## src/design/dertlv_pkg.sv

```systemverilog
// ----------------------------------------------------------------------------
// dertlv_pkg
// Shared types and constants for the DER tag-length header parser: beat
// layouts of both stream sides and the result status codes.
// ----------------------------------------------------------------------------
package dertlv_pkg;

    localparam logic [7:0] LONG_FORM_BIT = 8'h80;
    localparam logic [7:0] LEN_MASK      = 8'h7f;

    typedef enum logic [2:0] {
        ST_OK     = 3'd0,
        ST_TAG    = 3'd1,
        ST_SHORT  = 3'd2,
        ST_FORM   = 3'd3,
        ST_BOUNDS = 3'd4
    } status_t;

    typedef struct packed {
        logic [63:0] remain_size;
        logic [7:0]  expected_tag;
        logic        start_req;
        logic [7:0]  data_byte;
    } in_beat_t;

    typedef struct packed {
        logic [63:0] remain_after_element;
        logic [63:0] remain_after_header;
        logic [3:0]  header_length;
        logic [63:0] content_length;
        status_t     status;
    } result_t;

endpackage

```

## src/design/dertlv_core.sv

```systemverilog
// ----------------------------------------------------------------------------
// dertlv_core
// Header state and per-beat decision logic: takes one registered beat per
// step, updates the parse state and flags a result when a header completes or fails.
// ----------------------------------------------------------------------------
module dertlv_core #(
    parameter int MAX_LENGTH_OCTETS = 8
) (
    input  logic                clk,
    input  logic                rst_n,
    input  logic                step,
    input  dertlv_pkg::in_beat_t beat,
    output logic                res_valid,
    output dertlv_pkg::result_t res
);

    typedef enum logic [1:0] {
        PH_IDLE = 2'd0,
        PH_LEN  = 2'd1,
        PH_LONG = 2'd2
    } phase_t;

    localparam logic [6:0] LEN_MASK_7 = dertlv_pkg::LEN_MASK[6:0];

    phase_t      phase_reg, phase_next;
    logic [3:0]  octet_count_reg, octet_count_next;
    logic [3:0]  octets_left_reg, octets_left_next;
    logic [63:0] acc_reg, acc_next;
    logic [63:0] remain_reg, remain_next;
    logic [63:0] after_hdr_reg, after_hdr_next;

    logic [64:0] start_diff;
    logic [64:0] long_diff;
    logic [64:0] elem_diff;
    logic [6:0]  n_octets;
    logic [3:0]  hdr_long;
    logic [3:0]  hdr_fin;
    logic [63:0] acc_shift;
    logic [63:0] len_fin;
    logic [3:0]  left_dec;
    logic        is_long;

    function automatic dertlv_pkg::result_t make_reject(
        input dertlv_pkg::status_t st,
        input logic [3:0]          hdr,
        input logic [63:0]         remain
    );
        dertlv_pkg::result_t r;
        r.status               = st;
        r.content_length       = 64'd0;
        r.header_length        = hdr;
        r.remain_after_header  = remain;
        r.remain_after_element = remain;
        return r;
    endfunction

    assign start_diff = {1'b0, beat.remain_size} - 65'd2;
    assign n_octets   = beat.data_byte[6:0] & LEN_MASK_7;
    assign hdr_long   = 4'd2 + n_octets[3:0];
    assign long_diff  = {1'b0, remain_reg} - {61'd0, hdr_long};
    assign acc_shift  = {acc_reg[55:0], beat.data_byte};
    assign left_dec   = (octets_left_reg != 4'd0) ? octets_left_reg - 4'd1 : 4'd0;
    assign is_long    = (phase_reg == PH_LONG);
    assign len_fin    = is_long ? acc_shift : {56'd0, beat.data_byte};
    assign hdr_fin    = is_long ? 4'd2 + octet_count_reg : 4'd2;
    assign elem_diff  = {1'b0, after_hdr_reg} - {1'b0, len_fin};

    always_comb
    begin
        phase_next       = phase_reg;
        octet_count_next = octet_count_reg;
        octets_left_next = octets_left_reg;
        acc_next         = acc_reg;
        remain_next      = remain_reg;
        after_hdr_next   = after_hdr_reg;
        res_valid        = 1'b0;
        res              = make_reject(dertlv_pkg::ST_OK, 4'd0, remain_reg);

        if (beat.start_req)
        begin
            remain_next      = beat.remain_size;
            after_hdr_next   = start_diff[63:0];
            octet_count_next = 4'd0;
            octets_left_next = 4'd0;
            acc_next         = 64'd0;
            if (start_diff[64])
            begin
                res_valid  = 1'b1;
                res        = make_reject(dertlv_pkg::ST_SHORT, 4'd1, beat.remain_size);
                phase_next = PH_IDLE;
            end
            else if (beat.data_byte != beat.expected_tag)
            begin
                res_valid  = 1'b1;
                res        = make_reject(dertlv_pkg::ST_TAG, 4'd1, beat.remain_size);
                phase_next = PH_IDLE;
            end
            else
            begin
                phase_next = PH_LEN;
            end
        end
        else
        begin
            case (phase_reg)
                PH_LEN:
                begin
                    phase_next = PH_IDLE;
                    if ((beat.data_byte & dertlv_pkg::LONG_FORM_BIT) == 8'd0)
                    begin
                        res_valid = 1'b1;
                        if (elem_diff[64])
                        begin
                            res = make_reject(dertlv_pkg::ST_BOUNDS, hdr_fin, remain_reg);
                        end
                        else
                        begin
                            res.status               = dertlv_pkg::ST_OK;
                            res.content_length       = len_fin;
                            res.header_length        = hdr_fin;
                            res.remain_after_header  = after_hdr_reg;
                            res.remain_after_element = elem_diff[63:0];
                        end
                    end
                    else if (n_octets == 7'd0 || n_octets > 7'(MAX_LENGTH_OCTETS))
                    begin
                        res_valid = 1'b1;
                        res       = make_reject(dertlv_pkg::ST_FORM, 4'd2, remain_reg);
                    end
                    else if (long_diff[64])
                    begin
                        res_valid = 1'b1;
                        res       = make_reject(dertlv_pkg::ST_BOUNDS, 4'd2, remain_reg);
                    end
                    else
                    begin
                        octet_count_next = n_octets[3:0];
                        octets_left_next = n_octets[3:0];
                        acc_next         = 64'd0;
                        after_hdr_next   = long_diff[63:0];
                        phase_next       = PH_LONG;
                    end
                end
                PH_LONG:
                begin
                    acc_next         = acc_shift;
                    octets_left_next = left_dec;
                    if (left_dec == 4'd0)
                    begin
                        phase_next = PH_IDLE;
                        res_valid  = 1'b1;
                        if (acc_shift == 64'd1)
                        begin
                            res = make_reject(dertlv_pkg::ST_FORM, hdr_fin, remain_reg);
                        end
                        else if (elem_diff[64])
                        begin
                            res = make_reject(dertlv_pkg::ST_BOUNDS, hdr_fin, remain_reg);
                        end
                        else
                        begin
                            res.status               = dertlv_pkg::ST_OK;
                            res.content_length       = len_fin;
                            res.header_length        = hdr_fin;
                            res.remain_after_header  = after_hdr_reg;
                            res.remain_after_element = elem_diff[63:0];
                        end
                    end
                end
                default:
                begin
                    phase_next = PH_IDLE;
                end
            endcase
        end
    end

    always_ff @(posedge clk or negedge rst_n)
    begin
        if (!rst_n)
        begin
            phase_reg       <= PH_IDLE;
            octet_count_reg <= 4'd0;
            octets_left_reg <= 4'd0;
            acc_reg         <= 64'd0;
            remain_reg      <= 64'd0;
            after_hdr_reg   <= 64'd0;
        end
        else if (step)
        begin
            phase_reg       <= phase_next;
            octet_count_reg <= octet_count_next;
            octets_left_reg <= octets_left_next;
            acc_reg         <= acc_next;
            remain_reg      <= remain_next;
            after_hdr_reg   <= after_hdr_next;
        end
    end

endmodule

```

## src/design/der_tlv_header_parser.sv

```systemverilog
// ----------------------------------------------------------------------------
// der_tlv_header_parser
// Checks one DER tag-length header per start beat and reports status, content
// length, header length and the remaining byte counts around the element.
// ----------------------------------------------------------------------------
// One beat is accepted every cycle while the result side keeps up. Each beat
// goes through an input register, the header logic and then a result
// register. The remaining count after the header is prepared a beat ahead, so
// each step needs only one 64-bit subtract and compare. Beats outside a
// header produce no result; a stalled result holds the input register.
module der_tlv_header_parser #(
    parameter int MAX_LENGTH_OCTETS = 8
) (
    input  logic         clk,
    input  logic         rst_n,
    input  logic         s_tvalid,
    output logic         s_tready,
    // data_byte[7:0], expected_tag[15:8], remain_size[79:16]
    input  logic [79:0]  s_tdata,
    // start_req[0]
    input  logic         s_tuser,
    output logic         m_tvalid,
    input  logic         m_tready,
    // status[2:0], content_length[66:3], header_length[70:67],
    // remain_after_header[134:71], remain_after_element[198:135], zero[199]
    output logic [199:0] m_tdata
);

    dertlv_pkg::in_beat_t in_reg;
    logic                 in_valid_reg, in_valid_next;
    dertlv_pkg::result_t  out_reg;
    logic                 out_valid_reg, out_valid_next;

    dertlv_pkg::result_t  res;
    logic                 res_valid;
    logic                 advance;
    logic                 step;
    logic                 s_fire;

    assign advance  = !out_valid_reg || m_tready;
    assign step     = in_valid_reg && advance;
    assign s_tready = !in_valid_reg || advance;
    assign s_fire   = s_tvalid && s_tready;

    dertlv_core #(
        .MAX_LENGTH_OCTETS(MAX_LENGTH_OCTETS)
    ) u_core (
        .clk       (clk),
        .rst_n     (rst_n),
        .step      (step),
        .beat      (in_reg),
        .res_valid (res_valid),
        .res       (res)
    );

    always_comb
    begin
        in_valid_next = in_valid_reg;
        if (s_fire)
        begin
            in_valid_next = 1'b1;
        end
        else if (step)
        begin
            in_valid_next = 1'b0;
        end

        out_valid_next = out_valid_reg;
        if (step)
        begin
            out_valid_next = res_valid;
        end
        else if (m_tready)
        begin
            out_valid_next = 1'b0;
        end
    end

    always_ff @(posedge clk or negedge rst_n)
    begin
        if (!rst_n)
        begin
            in_valid_reg  <= 1'b0;
            out_valid_reg <= 1'b0;
        end
        else
        begin
            in_valid_reg  <= in_valid_next;
            out_valid_reg <= out_valid_next;
        end
    end

    always_ff @(posedge clk)
    begin
        if (s_fire)
        begin
            in_reg.data_byte    <= s_tdata[7:0];
            in_reg.expected_tag <= s_tdata[15:8];
            in_reg.remain_size  <= s_tdata[79:16];
            in_reg.start_req    <= s_tuser;
        end
        if (step && res_valid)
        begin
            out_reg <= res;
        end
    end

    assign m_tvalid = out_valid_reg;
    assign m_tdata  = {1'b0, out_reg};

    // stall only when a result is held back
    a_stall_cause: assert property (@(posedge clk) disable iff (!rst_n)
        !s_tready |-> (in_valid_reg && out_valid_reg && !m_tready))
        else $error("input stalled without a held result");

    // accepted element: counts add up
    a_ok_counts: assert property (@(posedge clk) disable iff (!rst_n)
        (out_valid_reg && out_reg.status == dertlv_pkg::ST_OK) |->
        (out_reg.remain_after_element + out_reg.content_length
            == out_reg.remain_after_header))
        else $error("remaining counts inconsistent on accepted header");

    // rejected header: no length, counts unchanged
    a_reject_fields: assert property (@(posedge clk) disable iff (!rst_n)
        (out_valid_reg && out_reg.status != dertlv_pkg::ST_OK) |->
        (out_reg.content_length == 64'd0
            && out_reg.remain_after_header == out_reg.remain_after_element))
        else $error("rejected header carries length or changed counts");

    // header length stays within tag plus length octets
    a_hdr_range: assert property (@(posedge clk) disable iff (!rst_n)
        out_valid_reg |-> (out_reg.header_length >= 4'd1
            && out_reg.header_length <= 4'd10))
        else $error("header length out of range");

endmodule
```

## config.mk

```make
export PLATFORM = sky130hd
export DESIGN_NAME = der_tlv_header_parser
export DESIGN_NICKNAME = d
export VERILOG_FILES = /design/src/design/dertlv_pkg.sv /design/src/design/dertlv_core.sv /design/src/design/der_tlv_header_parser.sv
export SDC_FILE = /design/constraint.sdc
export NUM_CORES = 2
export LEC_CHECK = 0
export ABC_AREA = 1
export BUFFER_PORTS_ARGS = -buffer_cell sky130_fd_sc_hd__buf_4
export CAP_MARGIN = 20
export CORE_MARGIN = 2
export CORE_UTILIZATION = 60
export CTS_CLUSTER_SIZE = 10
export DETAILED_ROUTE_END_ITERATION = 8
export PLACE_DENSITY = 0.8
export SLEW_MARGIN = 15
export SYNTH_ARGS = -nofsm -noshare
export SYNTH_HDL_FRONTEND = slang
export SYNTH_SLANG_ARGS = --single-unit
```

## constraint.sdc

```tcl
create_clock -name clk -period 7.7 [get_ports clk]
set_input_delay 1.155 -clock clk [delete_from_list [all_inputs] [get_ports clk]]
set_output_delay 1.155 -clock clk [all_outputs]
set_load 0.02 [all_outputs]
```

==> flow_summary.yaml <==
outcome:
  status: "completed"
logic_synthesis:
  synth_cell_types: 50
  synth.avg_cell_area_sq_um: 6.37
  synth_edf_count: 280
  ys_seq_elements: 476
  synth_area_sq_um: 35400
  ys_seq_area_share_pct: 37.6
  synthArstFlopShare_pct: 41.2
  synth_fp_nets: 5723
  netlist_instances: 5551
  ys_dominant_reg_cell: "edfxtp_1"
  ys_warn_count: 0
clock_network:
  clkSinkCount: 476
  cts_setup_buffers: 0
  clockBufferDepth: 3
  htreeDepth: 2
  cts_buffers: 56
  cts-root-buf: "clkbuf_16"
  clk_pin_slew_worst_paths_ns: 0.06
  clk_latency_ns: 0.66
  cts_resized: 0
  cts_hold_buffers: 0
  cts_tree: "built"
route:
  drtAntennaViolNets: 0
  drt_pass1_iterations: 9
  routed_via_density: 5.85
  drc: 0
  num_vias: 38200
  drtIter0Drc: 5289
  drt_wl_total_um: 134000
  wl_per_cell_um: 20.6
setup_path:
  start_kind: "flip-flop"
  endpoint_kind: "flip-flop"
  cp.arrival_ns: 5.68
  crit_required_ns: 7.99
  crit_type: "flip-flop to flip-flop"
  crit_fanout: 110
global_routing:
  antenna_found_initial: 5
  grt_pass1_wl_um: 201000
  grt_pass1_vias: 34300
  overflow: 0
  grt_use_total_pct: 43.6
  grt_max_degree: 121
pwr:
  total_power_mw: 16.9
  ir_drop_v: 0.000348
  power_density_nw_per_um2: 427
  p_leak_nw: 20.3
die:
  num_rows: 89
  die_h_um: 247
  ios: 287
  core-area_sq_um: 58700
  start_util_pct: 60.3
  die-area_sq_um: 60900
  die_w_um: 247
worst_hold_path:
  hold_class: "flip-flop to flip-flop"
sta:
  report.final.hold_viol_count: 0
  drv_slew: 0
  tns_ns: 0
  skew_ns: 0.0402
  period_minus_slack_ns: 5.40
  maxSlewHeadroom_pct: 21.3
  tightest_slew_ns: 1.18
  max_freq_mhz: 185
  rsz0062_at_grt: "no"
  setup_viol: 0
  period_share_pct: 70.1
place:
  dp_cells: 6419
  placed_cell_area_sq_um: 37800
  gp_congestion: 1.02
  dpl.hpwl_um: 96900
  portBuffers: 285
final_layout:
  areaGrowthSynthToFinish_pct: 11.9
  largest_reg_flops: 199
  nets: 5877
  layout.cells.non_filler: 6525
  n_antenna_cell: 0
  drive_gt1_share_pct: 8.01
  final_cell_area_sq_um: 39600
run:
  drv_cap: 0
## path summary, 6_finish.rpt
| check | start | endpoint | slack, ns | depth (start not counted) |
|---|---|---|---|---|
| setup / recovery | in_reg[18] | m_tdata[136] | 2.30 | 18 |
| hold / removal | u_core.after_hdr_reg[0] | u_core.after_hdr_reg[0] | 0.50 | 2 |
| setup reg to reg | in_reg[18] | m_tdata[136] | 2.30 | 18 |
| hold reg to reg | u_core.after_hdr_reg[0] | u_core.after_hdr_reg[0] | 0.50 | 2 |
| max in group asynchronous | rst_n | u_core.remain_reg[51] | 5.66 | 2 |
| min in group asynchronous | rst_n | u_core.octets_left_reg[2] | 0.57 | 1 |
## critical path, cell delays in order, from the launching register on
cell      delay [ns]
edfxtp_1        0.46
nor3_2          0.33
nand2_2         0.18
nor2_4          0.17
nand3_2         0.14
nor2_4          0.16
nand2_2         0.14
inv_2           0.18
nand2_2         0.13
nor2_4          0.19
inv_2           0.05
nor2_2          0.27
inv_2           0.08
nand2_1         0.13
nand2_4         0.57
nor2_1          0.26
nand2_1         0.18
inv_8           0.63
buf_4           0.54
## final cells by class
class / count / area [sq um]
clock buffer: 97 / 1620
tap: 773 / 967
multi-input combinational: 4154 / 18500
clock inverter: 8 / 108
fill: 5221 / 19100
inverter: 696 / 2630
sequential: 476 / 13300
timing repair buffer: 321 / 2440
## routing by layer
layer / global-route usage [%] / wire, um / vias up / part of all wire (%)
met2: 62.4 / 54700 / 2819 / 41
met3: 12.8 / 21400 / 447 / 16
met5: 0 / 31 / - / 0.023
met4: 16.0 / 5630 / 6 / 4.2
met1: 62.2 / 52600 / 17200 / 39
li1: - / - / 17700 / -
## cells by family after synthesis
group / synth area share (%)
flip-flops: 37.6
adder cells (fa/ha/maj): 3.12
buffers and inverters: 10.3
multiplexers: 0.0283
AND/OR/NAND/NOR: 37.6
AO/OA/AOI/OAI: 9.09
XOR/XNOR: 2.23
other: 0.0106
## cells in the final DEF, fill, tap and decap left out, types with 4 or more instances in the layout
master	count
o22ai_1	6
or2_2	12
clkbuf_1	36
clkinv_2	8
a21oi_1	219
buf_4	316
clkbuf_8	5
nor2_2	7
o32ai_1	4
inv_1	674
nor4_1	22
o21ai_1	110
edfxtp_1	280
nand3_1	189
ha_1	84
nor3_1	118
clkbuf_16	57
dfrtp_1	196
xor2_1	56
xnor2_1	34
inv_2	15
nor2_1	367
nand2_2	8
nor2_4	9
o21ai_0	264
nand2_1	2564
nand4_1	39
a31oi_1	9
## synthesized netlist by cell type (15+ instances only)
library cell | count | area share (%)
nand2_1 | 2567 | 27
inv_1 | 678 | 7.2
nor2_1 | 370 | 3.9
edfxtp_1 | 280 | 24
o21ai_0 | 264 | 3.7
a21oi_1 | 219 | 3.1
dfrtp_1 | 196 | 14
nand3_1 | 190 | 2.7
clkbuf_1 | 152 | 1.6
nor3_1 | 118 | 1.7
o21ai_1 | 111 | 1.6
ha_1 | 85 | 3.0
xor2_1 | 56 | 1.4
nand4_1 | 39 | 0.69
xnor2_1 | 34 | 0.84
buf_2 | 31 | 0.44
nor4_1 | 22 | 0.39
buf_1 | 19 | 0.20
buf_6 | 17 | 0.54
inv_2 | 15 | 0.16
## per-stage QoR
stage	hold slack, ns	util (%)	setup WS (ns)
global placement	0.466	64.5	2.65
CTS	0.487	67.4	2.55
floorplan	0.449	-	0.648
global route	0.506	67.5	1.96
detailed placement	0.471	64.5	2.59
finish	0.502	67.5	2.30
## report_power, final
group,leakage [nW],switching (mW),internal (mW)
registers,5.21,0.787,3.36
logic,14.2,7.25,2.93
clock network,0.827,1.12,1.45
(Power assumes the default switching activity.)
